`config.mk`:
```
export PLATFORM = sky130hd
export DESIGN_NAME = urfc_out_reg
export DESIGN_NICKNAME = d
export VERILOG_FILES = /design/src/rtl/urfc_pkg.sv /design/src/rtl/urfc_out_reg.sv
export SDC_FILE = /design/constraint.sdc
export NUM_CORES = 1
export LEC_CHECK = 0
export BUFFER_PORTS_ARGS = -buffer_cell sky130_fd_sc_hd__clkbuf_2
export CORE_MARGIN = 3
export CORE_UTILIZATION = 38
export CTS_CLUSTER_SIZE = 16
export DETAILED_ROUTE_END_ITERATION = 8
export PLACE_DENSITY = 0.75
export SLEW_MARGIN = 25
export SYNTH_ARGS = -nofsm -noshare
export SYNTH_HDL_FRONTEND = slang
export SYNTH_SLANG_ARGS = --single-unit
```
`constraint.sdc`:
```
create_clock -name clk_i -period 0.8 [get_ports clk_i]
set_input_delay 0.16 -clock clk_i [delete_from_list [all_inputs] [get_ports clk_i]]
set_output_delay 0.16 -clock clk_i [all_outputs]
set_load 0.05 [all_outputs]
```
`src/rtl/urfc_pkg.sv`:
```
`default_nettype none

package urfc_pkg;

  // Ring geometry
  localparam int RING_DEPTH = 2048;
  localparam int PTR_W      = $clog2(RING_DEPTH);
  localparam int CNT_W      = 6;
  localparam int CMP_W      = (PTR_W + 1 > CNT_W) ? PTR_W + 1 : CNT_W;

  // Flow-control characters and limits
  localparam logic [7:0] XON_CODE      = 8'h11;
  localparam logic [7:0] XOFF_CODE     = 8'h13;
  localparam logic [7:0] LINE_ERR_MASK = 8'h1E;
  localparam logic [4:0] OVERFLOW_FLAG = 5'h01;
  localparam int         ROOM_MARGIN   = 12;
  localparam int         MAX_READ      = 61;

  typedef enum logic [1:0] {
    REQ_RX_BYTE     = 2'd0,
    REQ_LINE_STATUS = 2'd1,
    REQ_READ        = 2'd2,
    REQ_UNUSED      = 2'd3
  } req_e;

  typedef enum logic [1:0] {
    MODE_NONE = 2'd0,
    MODE_HW   = 2'd1,
    MODE_SW   = 2'd2
  } mode_e;

  typedef enum logic [2:0] {
    KIND_XOFF     = 3'd0,
    KIND_DTR_LOW  = 3'd1,
    KIND_XON      = 3'd2,
    KIND_DTR_HIGH = 3'd3,
    KIND_DATA     = 3'd4,
    KIND_DONE     = 3'd5
  } kind_e;

  typedef enum logic [3:0] {
    ST_IDLE,
    ST_PROC,
    ST_NEAR_FULL,
    ST_ROOM,
    ST_SCAN_RD,
    ST_SCAN_CMP,
    ST_EMIT_RD,
    ST_EMIT_OUT,
    ST_DONE
  } state_e;

  // One input item
  typedef struct packed {
    req_e       req_type;
    logic [7:0] rx_byte;
    logic [7:0] line_status;
    logic [5:0] max_len;
    logic [7:0] term_char;
  } item_t;

  // One result pushed from the sequencer into the output register
  typedef struct packed {
    logic             valid;
    kind_e            kind;
    logic [7:0]       data;
    logic             last;
    logic [CNT_W-1:0] count;
    logic [4:0]       errs;
  } result_t;

  // Ring pointer advance with wrap at the ring depth.
  function automatic logic [PTR_W-1:0] next_ptr(logic [PTR_W-1:0] p);
    logic [PTR_W-1:0] n;
    n = (p == PTR_W'(RING_DEPTH - 1)) ? '0 : p + 1'b1;
    return n;
  endfunction

endpackage

`default_nettype wire

```
`src/rtl/urfc_out_reg.sv`:
```
`default_nettype none

module urfc_out_reg (
  input  wire logic             clk_i,
  input  wire logic             rst_ni,
  input  wire urfc_pkg::result_t res_i,
  output logic                  slot_free_o,
  output logic                  m_axis_tvalid,
  input  wire logic             m_axis_tready,
  output urfc_pkg::result_t     res_o
);
  import urfc_pkg::*;

  logic    valid_q;
  result_t res_q;

  // The slot can take a new result when empty or being drained this cycle.
  assign slot_free_o = !valid_q || m_axis_tready;

  always_ff @(posedge clk_i or negedge rst_ni) begin
    if (!rst_ni) begin
      valid_q <= 1'b0;
    end else if (res_i.valid) begin
      valid_q <= 1'b1;
    end else if (m_axis_tready) begin
      valid_q <= 1'b0;
    end
  end

  // Payload is loaded only together with valid.
  always_ff @(posedge clk_i) begin
    if (res_i.valid) begin
      res_q <= res_i;
    end
  end

  assign m_axis_tvalid = valid_q;
  assign res_o         = res_q;

endmodule

`default_nettype wire

```
* Word level (Yosys, flattened, before mapping) *
Index checks and enable logic that the tools add are counted.

storage, ports and cells
  bits in registers = 24
  output and inout bits = 26
  input bits = 27
  logic and storage cells = 11

cells by class
  muxes and demuxes = 2
  reduce and logical (&&, ||, !) cells = 3

operator list
  kind                count
  $mux W1             2
  $reduce_bool A2 Y1  1
  $logic_not A1 Y1    1
  $logic_or A1 B1 Y1  1

* Logic depth before layout (Yosys ltp) *
  depth in word-level cells = 2
  gate-level depth with buffers = 2
  depth with buffers taken out = 2

* Worst setup path before layout *
OpenSTA, ideal clock, no wires.

  kind = register -> register
  start = register, netlist name m_axis_tvalid
  end = register valid_q, in the netlist m_axis_tvalid
  setup slack = -233 ps
  cell stages (with the launch flop) = 3
  path buffers = 0
  data arrival time = 964 ps
  period minus slack after synthesis = 1033 ps
  cell sequence = dfrtp_1 nand2b_4 nand2b_2

RTL lines
  element               line                source
  to (signal assigned)  urfc_out_reg.sv:22  valid_q <= 1'b0;
  to (signal assigned)  urfc_out_reg.sv:24  valid_q <= 1'b1;
  to (signal assigned)  urfc_out_reg.sv:26  valid_q <= 1'b0;
  to (decl)             urfc_out_reg.sv:14  logic valid_q;

* Worst setup path after layout *
  start = register valid_q, in the netlist m_axis_tvalid
  end = output slot_free_o

on the way
  word-level cells in the longest chain between the ends = 2

RTL lines
  element             line                source
  $logic_not A1 Y1    urfc_out_reg.sv:18  assign slot_free_o = !valid_q || m_axis_tready;
  $logic_or A1 B1 Y1  urfc_out_reg.sv:18
  to (decl)           urfc_out_reg.sv:7   output logic slot_free_o,

Every way passes these cells.

==> run metrics <==
outcome=finished with violations; violated checks=setup timing; PwrDens=2016 nW/µm²; Mapped Cells=28; Ant. Diodes=0; Worst setup EP type=output port; Max Root-Sink Buffers=2; Die X-Extent=50.41 µm; Final Hold Slack=18.92 ps; slowest CP cell=dfrtp_2; via/cell ratio=4.205; fin crit period=1154 ps; Seq cells post-synth=24; RSZ-0062 raised after global routing=yes; GR Overflow Total=0; largest area contributor in the netlist=edfxtp_1; routability-driven placement congestion ratio=0.6632; clock sink count=24; first-pass GRT wire length=2490 µm; vias in the first global route=521; Post-synth EDFFs=23; initial antenna violation count=0; Worst-Skew Late Latency=300 ps; initial core utilization=0.4160; largest net degree at the start of global routing=14; post-route clock period utilization=1.443; Max Clock Skew=0 ps; DR vias=492; sequential element share of the synthesized area=0.9549; drc violations=0; Area growth, synth to finish=88.31%; Die Y=50.41 µm; Final setup viols=26; crit path cell chain=nand2b_4, clkbuf_16; post-route ant nets=0; final net count=120; slowest stage delay, CP=450 ps; WL/cell=14.98 µm; root buffer cell=clkbuf_4; final count of pins violating max slew=0; H-tree depth=1; fmax=866.2 MHz; Fill cells=107; final core occ=0.7833; setup ws final=-354.4 ps; Post-Syn Area=749.5 µm²; Critical Path Start=m_axis_tvalid; TritonRoute pass-1 iters=2; count leader, synth=edfxtp_1; Max-Cap Viols=0; ys async rst share=0.04167; reg2reg start=m_axis_tvalid; top cell type's share of synthesized area=0.9215; port bufs=51; syn_area_per_cell=26.77 µm²; WP depth=2; GR Util All Layers=0.1403; count of cell types in the netlist=6; Max FO, Critical Path=2; floorplan row count=15; CTS tree=done; 1st-iter DRT viols=1; Buf/Inv on CP=1; flop2flop setup slack=-160 ps; HP Class=in2reg; share of layout cells above drive strength 1=0.6739; Critical R2R Capture=m_axis_tvalid; Num CTS Buffers=3; Crit path required time=640 ps; peak supply drop=1393 µV; pre-CTS WS=-103.2 ps; Synth area leaders=edfxtp_1 (92%), dfrtp_1 (3.3%), nand2b_4 (1.8%); I/O pin total=53; crit path DAT=990 ps; cell leakage power=0.6186 nW; ys flop type=edfxtp_1; Tot Pwr=2.845 mW; die area=2541 µm²; Synth Net Count=55; CORE AREA=1802 µm²; drt total wl=1753 µm; Yosys warnings=0; WS Path Type=reg2out; R2R depth=5; CP Launch Type=flip-flop; final count of hold timing violations=0; crit path capture=slot_free_o; crit-path leading delay family=flip-flops; Worst-path clk slew=130 ps
what timing repair did:
| item | 4_1_cts | 5_1_grt |
|---|---|---|
| hold buffers | 1 | 4 |
| setup endpoints to repair | 25 | 26 |
| buffers inserted | 1 | 1 |
| resized for setup | 51 | 8 |
| endpoints found under the hold margin | 1 | 4 |
where the power goes:
part	internal [mW]	switching, mW
sequential	1.49	0.0515
clock	0.182	0.333
combinational	0.332	0.459
metal layers:
layer | GRT usage | part of all wire | up-vias | wire, µm
met5 | 0 | 0 | - | 0
met4 | 0.04036 | 0 | 0 | 0
met3 | 0.04154 | 0.059 | 0 | 103
met2 | 0.2761 | 0.65 | 24 | 1135
met1 | 0.1383 | 0.29 | 235 | 514
li1 | - | - | 233 | -
flip-flops by register name, indices dropped and copies added (netlist names):
register,count
m_axis_tvalid,1
res_o,23
cells by family (layout without fill, tap and decap cells):
group,after synthesis,in the layout,synth area share
buffers and inverters,1,65,0.01002
flip-flops,24,24,0.9549
other,1,1,0.005004
AND/OR/NAND/NOR,2,2,0.03005
how the worst min path moves through the flow:
| stage | startpoint | to | slack [ps] | cells past startpoint |
|---|---|---|---|---|
| after floorplan | rst_ni | m_axis_tvalid | -140 | 0 |
| after global placement | rst_ni | m_axis_tvalid | -70 | 1 |
| after detailed placement | rst_ni | m_axis_tvalid | -60 | 1 |
| after CTS | res_i[14] | res_o[14] | 8 | 1 |
| after global routing | res_i[11] | res_o[11] | 2 | 1 |
| final | res_i[11] | res_o[11] | 20 | 1 |
per-stage QoR:
| step | setup TNS, ps | cells | instance area (µm²) |
|---|---|---|---|
| after floorplan | -181.7 | 28 | 755.7 |
| after global placement | -90.53 | 106 | 1082 |
| after detailed placement | -108.6 | 106 | 1082 |
| after CTS | -6812 | 112 | 1354 |
| after global routing | -7886 | 117 | 1411 |
| final | -6691 | 117 | 1411 |
placed cells by master (no fill, tap or decap):
master,instances
dfrtp_2,1
buf_4,2
clkbuf_4,4
buf_8,8
clkbuf_2,26
clkbuf_8,15
dlygate4sd3_1,5
buf_12,2
buf_6,1
conb_1,1
clkbuf_16,1
nand2b_4,2
edfxtp_1,23
clkinv_1,1
final cells by class:
| cell class | instances | area [µm²] | share of cell area |
|---|---|---|---|
| Clock buffer | 3 | 22.52 | 0.01596 |
| Sequential cell | 24 | 716.9 | 0.5080 |
| Clock inverter | 1 | 3.754 | 0.002660 |
| Tap cell | 25 | 31.28 | 0.02216 |
| Multi-Input combinational cell | 3 | 31.28 | 0.02216 |
| Timing Repair Buffer | 61 | 605.6 | 0.4291 |
Note: power is estimated with default switching activity, not from simulation.
