## config.mk

```make
export PLATFORM = sky130hd
export DESIGN_NAME = urfc_ctrl
export DESIGN_NICKNAME = d
export VERILOG_FILES = /design/src/rtl/urfc_pkg.sv /design/src/rtl/urfc_ctrl.sv
export SDC_FILE = /design/constraint.sdc
export NUM_CORES = 1
export LEC_CHECK = 0
export BUFFER_PORTS_ARGS = -buffer_cell sky130_fd_sc_hd__buf_2
export CORE_ASPECT_RATIO = 1.2
export CORE_MARGIN = 2
export CORE_UTILIZATION = 40
export CTS_CLUSTER_SIZE = 30
export DETAILED_ROUTE_END_ITERATION = 6
export PLACE_DENSITY = 0.62
export RECOVER_POWER = 25
export SYNTH_ARGS = -nofsm -noshare
export SYNTH_HDL_FRONTEND = slang
export SYNTH_SLANG_ARGS = --single-unit
```

## constraint.sdc

```tcl
create_clock -name clk_i -period 4.15 [get_ports clk_i]
set_input_delay 0.2075 -clock clk_i [delete_from_list [all_inputs] [get_ports clk_i]]
set_output_delay 0.2075 -clock clk_i [all_outputs]
set_load 0.02 [all_outputs]
```

## src/rtl/urfc_pkg.sv

```systemverilog
`default_nettype none

package urfc_pkg;

  // Ring geometry
  localparam int RING_DEPTH = 2048;
  localparam int PTR_W      = $clog2(RING_DEPTH);
  localparam int CNT_W      = 6;
  localparam int CMP_W      = (PTR_W + 1 > CNT_W) ? PTR_W + 1 : CNT_W;

  // Flow-control characters and limits
  localparam logic [7:0] XON_CODE      = 8'h11;
  localparam logic [7:0] XOFF_CODE     = 8'h13;
  localparam logic [7:0] LINE_ERR_MASK = 8'h1E;
  localparam logic [4:0] OVERFLOW_FLAG = 5'h01;
  localparam int         ROOM_MARGIN   = 12;
  localparam int         MAX_READ      = 61;

  typedef enum logic [1:0] {
    REQ_RX_BYTE     = 2'd0,
    REQ_LINE_STATUS = 2'd1,
    REQ_READ        = 2'd2,
    REQ_UNUSED      = 2'd3
  } req_e;

  typedef enum logic [1:0] {
    MODE_NONE = 2'd0,
    MODE_HW   = 2'd1,
    MODE_SW   = 2'd2
  } mode_e;

  typedef enum logic [2:0] {
    KIND_XOFF     = 3'd0,
    KIND_DTR_LOW  = 3'd1,
    KIND_XON      = 3'd2,
    KIND_DTR_HIGH = 3'd3,
    KIND_DATA     = 3'd4,
    KIND_DONE     = 3'd5
  } kind_e;

  typedef enum logic [3:0] {
    ST_IDLE,
    ST_PROC,
    ST_NEAR_FULL,
    ST_ROOM,
    ST_SCAN_RD,
    ST_SCAN_CMP,
    ST_EMIT_RD,
    ST_EMIT_OUT,
    ST_DONE
  } state_e;

  // One input item
  typedef struct packed {
    req_e       req_type;
    logic [7:0] rx_byte;
    logic [7:0] line_status;
    logic [5:0] max_len;
    logic [7:0] term_char;
  } item_t;

  // One result pushed from the sequencer into the output register
  typedef struct packed {
    logic             valid;
    kind_e            kind;
    logic [7:0]       data;
    logic             last;
    logic [CNT_W-1:0] count;
    logic [4:0]       errs;
  } result_t;

  // Ring pointer advance with wrap at the ring depth.
  function automatic logic [PTR_W-1:0] next_ptr(logic [PTR_W-1:0] p);
    logic [PTR_W-1:0] n;
    n = (p == PTR_W'(RING_DEPTH - 1)) ? '0 : p + 1'b1;
    return n;
  endfunction

endpackage

`default_nettype wire

```

## src/rtl/urfc_ctrl.sv

```systemverilog
`default_nettype none

module urfc_ctrl (
  input  wire logic                          clk_i,
  input  wire logic                          rst_ni,
  input  wire logic                          cfg_we_i,
  input  wire logic [1:0]                    cfg_wdata_i,
  input  wire logic                          in_valid_i,
  output logic                               in_ready_o,
  input  wire urfc_pkg::item_t               item_i,
  input  wire logic                          slot_free_i,
  output urfc_pkg::result_t                  res_o,
  output logic                               mem_we_o,
  output logic [urfc_pkg::PTR_W-1:0]         mem_waddr_o,
  output logic [7:0]                         mem_wdata_o,
  output logic                               mem_re_o,
  output logic [urfc_pkg::PTR_W-1:0]         mem_raddr_o,
  input  wire logic [7:0]                    mem_rdata_i
);
  import urfc_pkg::*;

  state_e           state_q, state_d;
  item_t            item_q;
  logic [1:0]       flow_mode_q;
  logic [PTR_W-1:0] wp_q, wp_d;
  logic [PTR_W-1:0] rp_q, rp_d;
  logic [PTR_W-1:0] scan_addr_q, scan_addr_d;
  logic [4:0]       err_q, err_d;
  logic [4:0]       errs_q, errs_d;
  logic [CNT_W-1:0] limit_q, limit_d;
  logic [CNT_W-1:0] count_q, count_d;
  logic [CNT_W-1:0] idx_q, idx_d;

  logic [PTR_W-1:0] nwp;
  logic [PTR_W:0]   avail;
  logic             room;
  logic [CNT_W-1:0] lim0;
  logic [CNT_W-1:0] lim1;
  logic [CNT_W-1:0] limit_c;
  logic             flow_on;

  // Configuration register.
  always_ff @(posedge clk_i or negedge rst_ni) begin
    if (!rst_ni) begin
      flow_mode_q <= MODE_NONE;
    end else if (cfg_we_i) begin
      flow_mode_q <= cfg_wdata_i;
    end
  end

  // Input item is captured when accepted.
  always_ff @(posedge clk_i) begin
    if (in_valid_i && in_ready_o) begin
      item_q <= item_i;
    end
  end

  assign in_ready_o = (state_q == ST_IDLE);

  // Ring occupancy and read limit for a read request.
  always_comb begin
    nwp = next_ptr(wp_q);
    if (wp_q >= rp_q) begin
      avail = {1'b0, wp_q} - {1'b0, rp_q};
    end else begin
      avail = {1'b0, wp_q} + (PTR_W + 1)'(RING_DEPTH) - {1'b0, rp_q};
    end
    room    = avail <= (PTR_W + 1)'(RING_DEPTH - ROOM_MARGIN);
    lim0    = (item_q.max_len == '0) ? '0 : item_q.max_len - 1'b1;
    lim1    = (lim0 > CNT_W'(MAX_READ)) ? CNT_W'(MAX_READ) : lim0;
    limit_c = (CMP_W'(avail) < CMP_W'(lim1)) ? CNT_W'(avail) : lim1;
    flow_on = (flow_mode_q == MODE_SW) || (flow_mode_q == MODE_HW);
  end

  // Sequencer: next state, ring access and result push.
  always_comb begin
    state_d     = state_q;
    wp_d        = wp_q;
    rp_d        = rp_q;
    scan_addr_d = scan_addr_q;
    err_d       = err_q;
    errs_d      = errs_q;
    limit_d     = limit_q;
    count_d     = count_q;
    idx_d       = idx_q;
    res_o       = '0;
    mem_we_o    = 1'b0;
    mem_waddr_o = wp_q;
    mem_wdata_o = item_q.rx_byte;
    mem_re_o    = 1'b0;
    mem_raddr_o = rp_q;

    case (state_q)
      ST_IDLE: begin
        if (in_valid_i) begin
          state_d = ST_PROC;
        end
      end

      ST_PROC: begin
        state_d = ST_IDLE;
        case (item_q.req_type)
          REQ_RX_BYTE: begin
            // XON and XOFF are consumed here and not stored.
            if (item_q.rx_byte != XON_CODE && item_q.rx_byte != XOFF_CODE) begin
              mem_we_o = 1'b1;
              wp_d     = nwp;
              if (next_ptr(nwp) == rp_q) begin
                state_d = ST_NEAR_FULL;
              end
              // Overflow: the oldest byte is dropped.
              if (nwp == rp_q) begin
                err_d = OVERFLOW_FLAG;
                rp_d  = next_ptr(rp_q);
              end
            end
          end
          REQ_LINE_STATUS: begin
            err_d = 5'(item_q.line_status & LINE_ERR_MASK);
          end
          REQ_READ: begin
            errs_d      = err_q;
            err_d       = '0;
            limit_d     = limit_c;
            count_d     = '0;
            idx_d       = '0;
            scan_addr_d = rp_q;
            if (wp_q == rp_q) begin
              state_d = ST_DONE;
            end else begin
              if (item_q.term_char == '0) begin
                count_d = limit_c;
              end
              if (room && flow_on) begin
                state_d = ST_ROOM;
              end else if (item_q.term_char == '0) begin
                state_d = ST_EMIT_RD;
              end else begin
                state_d = ST_SCAN_RD;
              end
            end
          end
          default: begin
            state_d = ST_IDLE;
          end
        endcase
      end

      ST_NEAR_FULL: begin
        if (slot_free_i) begin
          res_o.valid = 1'b1;
          res_o.kind  = (flow_mode_q == MODE_SW) ? KIND_XOFF : KIND_DTR_LOW;
          res_o.last  = 1'b1;
          state_d     = ST_IDLE;
        end
      end

      ST_ROOM: begin
        if (slot_free_i) begin
          res_o.valid = 1'b1;
          res_o.kind  = (flow_mode_q == MODE_SW) ? KIND_XON : KIND_DTR_HIGH;
          state_d     = (item_q.term_char == '0) ? ST_EMIT_RD : ST_SCAN_RD;
        end
      end

      // Search for the end character before anything is consumed.
      ST_SCAN_RD: begin
        mem_raddr_o = scan_addr_q;
        if (idx_q == limit_q) begin
          count_d = '0;
          state_d = ST_DONE;
        end else begin
          mem_re_o = 1'b1;
          state_d  = ST_SCAN_CMP;
        end
      end

      ST_SCAN_CMP: begin
        if (mem_rdata_i == item_q.term_char) begin
          count_d = idx_q + 1'b1;
          idx_d   = '0;
          state_d = ST_EMIT_RD;
        end else begin
          idx_d       = idx_q + 1'b1;
          scan_addr_d = next_ptr(scan_addr_q);
          state_d     = ST_SCAN_RD;
        end
      end

      // Return the bytes, advancing the read pointer one byte at a time.
      ST_EMIT_RD: begin
        if (idx_q == count_q) begin
          state_d = ST_DONE;
        end else begin
          mem_re_o = 1'b1;
          state_d  = ST_EMIT_OUT;
        end
      end

      ST_EMIT_OUT: begin
        if (slot_free_i) begin
          res_o.valid = 1'b1;
          res_o.kind  = KIND_DATA;
          res_o.data  = mem_rdata_i;
          rp_d        = next_ptr(rp_q);
          idx_d       = idx_q + 1'b1;
          state_d     = ST_EMIT_RD;
        end
      end

      ST_DONE: begin
        if (slot_free_i) begin
          res_o.valid = 1'b1;
          res_o.kind  = KIND_DONE;
          res_o.last  = 1'b1;
          res_o.count = count_q;
          res_o.errs  = errs_q;
          state_d     = ST_IDLE;
        end
      end

      default: begin
        state_d = ST_IDLE;
      end
    endcase
  end

  // Control state.
  always_ff @(posedge clk_i or negedge rst_ni) begin
    if (!rst_ni) begin
      state_q <= ST_IDLE;
      wp_q    <= '0;
      rp_q    <= '0;
      err_q   <= '0;
    end else begin
      state_q <= state_d;
      wp_q    <= wp_d;
      rp_q    <= rp_d;
      err_q   <= err_d;
    end
  end

  // Working registers of a read request.
  always_ff @(posedge clk_i) begin
    scan_addr_q <= scan_addr_d;
    errs_q      <= errs_d;
    limit_q     <= limit_d;
    count_q     <= count_d;
    idx_q       <= idx_d;
  end

endmodule

`default_nettype wire

```

# Yosys cells after proc, flatten, opt, wreduce, memory -nomap -nowiden

Cells that the tools add are included.

Add/subtract/negate cells: 9
Magnitude comparators: 4
Equality and inequality tests: 37
Muxes and demuxes: 62
Reduce and logical (&&, ||, !) cells: 22

Operators with widths:

| operator               | count |
|---|---|
| $mux 11                | 12 |
| $mux 6                 | 11 |
| $add 11x1->11 const B  | 4 |
| $eq 11x11->1 const B   | 4 |
| $pmux 11 s2            | 2 |
| $mux 4                 | 10 |
| $mux 12                | 3 |
| $pmux 6 s3             | 2 |
| $eq 11x11->1           | 3 |
| $pmux 4 s8             | 1 |
| $ne 2x2->1 const B     | 11 |
| $eq 4x3->1 const B     | 4 |
| $ne 8x5->1 const B     | 2 |
| $pmux 4 s4             | 1 |
| $pmux 5 s3             | 1 |
| $add 11x12->12 const B | 1 |
| $eq 6x6->1             | 2 |
| $le 12x11->1 const B   | 1 |
| $lt 12x6->1            | 1 |
| $reduce_and 4->1       | 3 |
| $sub 11x11->12         | 1 |
| $sub 12x11->12         | 1 |
| $ge 11x11->1           | 1 |
| $mux 5                 | 2 |
| 28 further kinds       | 50 |

Flip-flop bits (word level): 96
Input bits: 47
Output and inout bits: 57
Word-level logic and storage cells: 149

# Depth between registers and ports, before layout

Depth in word-level cells: 10
Gate-level depth with buffers: 17
Mapped depth without buffers: 15

# Worst setup path after synthesis

No wires, ideal clock.

Path type: register to register
Start point: register wp_q[0] (netlist: mem_waddr_o[0])
End point: register count_q[3] (data pin)
Setup time: 153 ps
Arrival time: 3,197 ps
Data required time: 3,997 ps
Path slack: 800 ps
Stages on the path, launching flop included: 17
Path buffers: 2
Period minus slack after synthesis: 3,350 ps
Cell sequence: dfrtp_1 -> buf_2 -> inv_1 -> ha_1 -> inv_1 -> fa_1 -> a211oi_2 -> nor2_1 -> xnor2_1 -> inv_1 -> ha_1 -> a21o_1 -> a2111oi_2 -> nand4bb_1 -> buf_6 -> mux2_4 -> o22ai_2

Longest elaborated chain between the ends: 9
Elaborated cells on any way between the ends: 12
Classes of those cells: add/sub (3); order compare (2); eq/ne (1); mux (6)

Ends and longest elaborated chain:

| what                   | RTL line         | RTL |
|---|---|---|
| start, declared        | urfc_ctrl.sv:25  | `logic [PTR_W-1:0] wp_q, wp_d;` |
| start signal, assigned | urfc_ctrl.sv:237 | `wp_q <= wp_d;` |
| $add 11x12->12         | urfc_ctrl.sv:66  | `avail = {1'b0, wp_q} + (PTR_W + 1)'(RING_DEPTH) - {1'b0, rp_q};` |
| $sub 12x11->12         | urfc_ctrl.sv:66  |  |
| $mux 12                | urfc_ctrl.sv:63  | `if (wp_q >= rp_q) begin` |
| $lt 12x6->1            | urfc_ctrl.sv:71  | `limit_c = (CMP_W'(avail) < CMP_W'(lim1)) ? CNT_W'(avail) : lim1;` |
| $mux 6                 | urfc_ctrl.sv:71  |  |
| $mux 6                 | urfc_ctrl.sv:131 | `if (item_q.term_char == '0) begin` |
| $mux 6 *               | urfc_ctrl.sv:128 | `if (wp_q == rp_q) begin` |
| $mux 6 *               | urfc_ctrl.sv:102 | `case (item_q.req_type)` |
| $pmux 6 s3 *           | urfc_ctrl.sv:93  | `case (state_q)` |
| named net count_d[3]   | urfc_ctrl.sv:31  | `logic [CNT_W-1:0] count_q, count_d;` |
| end signal, assigned   | urfc_ctrl.sv:248 | `count_q <= count_d;` |
| end, declared          | urfc_ctrl.sv:31  |  |

The timed path passes the listed nets; every way through them passes the cells marked *. The select of a mux whose other input is x is not followed.
A chain may end at the register's enable or synchronous reset.

# Final worst setup path

Start point: register rp_q[2]
End point: register count_q[2] (data pin)

Longest elaborated chain between the ends: 8
Elaborated cells on any way between the ends: 11
Classes of those cells: add/sub (2); order compare (2); eq/ne (1); mux (6)

Ends and longest elaborated chain:

| what                                   | RTL line         | RTL |
|---|---|---|
| start, declared                        | urfc_ctrl.sv:26  | `logic [PTR_W-1:0] rp_q, rp_d;` |
| start signal, assigned                 | urfc_ctrl.sv:238 | `rp_q <= rp_d;` |
| $sub 12x11->12 (tied with other cells) | urfc_ctrl.sv:66  |  |
| $mux 12                                | urfc_ctrl.sv:63  |  |
| $lt 12x6->1                            | urfc_ctrl.sv:71  |  |
| $mux 6                                 | urfc_ctrl.sv:71  |  |
| $mux 6                                 | urfc_ctrl.sv:131 |  |
| $mux 6 *                               | urfc_ctrl.sv:128 |  |
| $mux 6 *                               | urfc_ctrl.sv:102 |  |
| $pmux 6 s3 *                           | urfc_ctrl.sv:93  |  |
| named net count_d[2]                   | urfc_ctrl.sv:31  |  |

Marked as above.

==> results.md <==
- Mean Syn Cell Area: 9.36 sq um
- Yosys top cell area share: 27.2%
- Clk_lat worst skew: 360 ps
- Area grow syn2layout: 14.2%
- Top post-synthesis cells by area: edfxtp_1, dfrtp_1, xnor2_1
- GPL Wtd Cong: 0.884
- Final cell count without fillers: 1038
- Worst setup SP type: flip-flop
- Critical path endpoint category: flip-flop
- Vias per cell: 5.57
- Detailed router's first-iteration violation count: 420
- Final worst path period need: 3770 ps
- Gr ovfl total: 0
- Antenna violations before repair: 0
- Post-synth EDFFs: 62
- N_diodes: 0
- Worst hold path type: in2reg
- Pre-Repair DR Iteration Count: 6
- I/O pin cnt: 104
- Slew Limit Fails: 34
- HPWL Detailed: 13800 um
- Clk buf depth: 2
- Seq cells post-synth: 95
- Worst slew margin: -37.3%
- CTS Root Cell: clkbuf_16
- VDD IR max: 0.209 mV
- Pin count of the biggest net entering global routing: 34
- Reg area: 2690 sq um
- Fin area: 7820 sq um
- CP Max Fanout: 9
- Placed Cells: 1021
- CTS resizes: 0
- Hold slack: 23.0 ps
- FMAX: 0.265 GHz
- # H-tree levels: 3
- Vias in the first global route: 5591
- Synth Net Count: 808
- Initial Util: 40.7%
- PortBufs: 99
- Worst path max stage delay: 510 ps
- TritonCTS clock tree: yes
- Fin crit share: 91.0%
- Slew @ Worst Pin: 2060 ps
- Pwr dens: 592 nW/um^2
- Post-DP Area: 7540 sq um
- Sequential area share after synthesis: 39.2%
- Met2 routed WL: 9160 um
- Routed len/inst: 17.3 um
- Row count: 52
- Die Footprint: 18200 sq um
- Leak Pwr: 3.27 nW
- Footprint of the multi-input gates: 3760 sq um
- CP Cell Sequence: inv_1 > ha_1 > or2_2 > o31a_1 > xnor2_1 > inv_1 > ha_1 > a211oi_1 > nand3_1 > o21ai_1 > nand4bb_1 > mux2_4 > o22ai_2
- Setup_tns: 0 ps
- Max-cap violations: 1
- Ys async rst share: 34.7%
- Setup violators final: 0
- Yosys warnings: 0
- Crit path required time: 4330 ps
- Total Routing Usage GR: 20.2%
- Largest area contributor in the netlist: edfxtp_1
- Worst path arrival time: 3960 ps
- Slowest cell on crit path: dfrtp_1
- Mapped Area: 6850 sq um
- Share of cells above drive strength 1: 19.0%
- DRT Wirelength: 18000 um
- Clock Pin Slew Worst Setup and Hold Paths: 70 ps
- DRC: 0
- Final hold vios: 0
- Highest metal used: met4
- Yosys cell types: 90
- Post-Route M1 WL: 7700 um
- Die X: 123 um
- CTS Buf Count: 9
- Clock sink count: 95
- Vias: 5786
- Commonest cells post-synth: nand2_1, edfxtp_1, nor2_1, o21ai_0, inv_1
- # fillers: 1630
- Setup CP Type: reg2reg
- Ys flop type: edfxtp_1
- Outcome: complete, but fails checks
- Antenna-violating nets left: 0
- Failing checks: capacitance limit, slew limit
- Layout net count: 893
- CORE AREA: 16900 sq um
- First-pass GRT wire length: 28500 um
- Count leader, synth: nand2_1
- Routed wl met3: 650 um
- Total power: 4.63 mW
- Die height: 147 um
- Syn Inst Count: 732
- RSZ-0062 raised after global routing: false
- Clock skew: 10.2 ps
## through the flow
| stage | utilization [%] | setup WS (ps) |
|---|---|---|
| after floorplan | - | 800 |
| after global placement | 44.7 | 490 |
| after detailed placement | 44.7 | 376 |
| after CTS | 46.5 | 355 |
| after global routing | 46.4 | 98.7 |
| final | 46.4 | 375 |
## logic make-up after synthesis
| logic type | after synthesis | synth area share, % |
|---|---|---|
| compound gates | 158 | 16.7 |
| flops | 95 | 39.2 |
| fa+ha+maj | 29 | 5.41 |
| simple gates | 273 | 21.4 |
| xor+xnor | 66 | 8.44 |
| mux | 18 | 2.85 |
| buf+inv | 93 | 6.03 |
## routing by layer
metal / GRT usage (%) / vias up
met2: 34.6 / 165
met3: 2.08 / 32
met4: 7.95 / 0
li1: - / 2836
met1: 25.9 / 2753
met5: 0 / -
## cell type report
class / count / share of cell area, %
Multi-Input combinational cell: 544 / 48.1
Sequential cell: 95 / 34.4
Timing Repair Buffer: 119 / 8.13
Tap cell: 216 / 3.46
Clock buffer: 10 / 2.93
Inverter: 48 / 2.30
Clock inverter: 6 / 0.736
## sequential cells by signal, indices dropped and copies added, names as in the netlist
signal / count
mem_waddr_o: 11
err_q: 5
state_q: 4
mem_wdata_o: 8
errs_q: 5
limit_q: 6
flow_mode_q: 2
idx_q: 6
item_q: 20
scan_addr_q: 11
rp_q: 11
count_q: 6
## worst paths after layout
check                                start              to  slack (ps)  cells after the start
worst max-delay path               rp_q[2]      count_q[2]         380                     13
worst min-delay path            item_i[26]  mem_wdata_o[4]          20                      1
worst max register to register     rp_q[2]      count_q[2]         380                     13
worst min register to register    err_q[1]       errs_q[1]         450                      0
max in group asynchronous           rst_ni        err_q[2]        1980                      2
min in group asynchronous           rst_ni      state_q[2]         970                      2
## timing repair
action                                 4_1_cts  5_1_grt
endpoints found under the hold margin        6        0
setup buffers                                0        0
hold buffers                                 1        0
## worst max-delay path: cells and delay by family, from the launching register on
family | cells | cell delay (ps)
multiplexers | 1 | 440
adder cells (fa/ha/maj) | 2 | 700
flip-flops | 1 | 510
buffers and inverters | 2 | 270
AND/OR/NAND/NOR | 3 | 800
AO/OA/AOI/OAI | 4 | 710
XOR/XNOR | 1 | 180
## cells in the final DEF, fill, tap and decap left out, types with 13 or more instances in the layout
| cell type | n |
|---|---|
| buf_4 | 19 |
| and2_1 | 28 |
| nand3_1 | 17 |
| o21ai_0 | 47 |
| ha_1 | 28 |
| a21oi_1 | 15 |
| nor3_1 | 17 |
| xor2_1 | 22 |
| buf_2 | 89 |
| dfrtp_1 | 33 |
| nor2_1 | 50 |
| inv_1 | 46 |
| nand2_1 | 70 |
| xnor2_1 | 44 |
| edfxtp_1 | 62 |
| and3_1 | 13 |
## where the power goes
part / total [mW] / internal [mW] / switching (mW)
combinational: 2.29 / 0.922 / 1.36
clock: 0.820 / 0.423 / 0.397
sequential: 1.53 / 1.30 / 0.222
total: 4.63 / 2.65 / 1.98
Note: power is estimated with default switching activity, not from simulation.
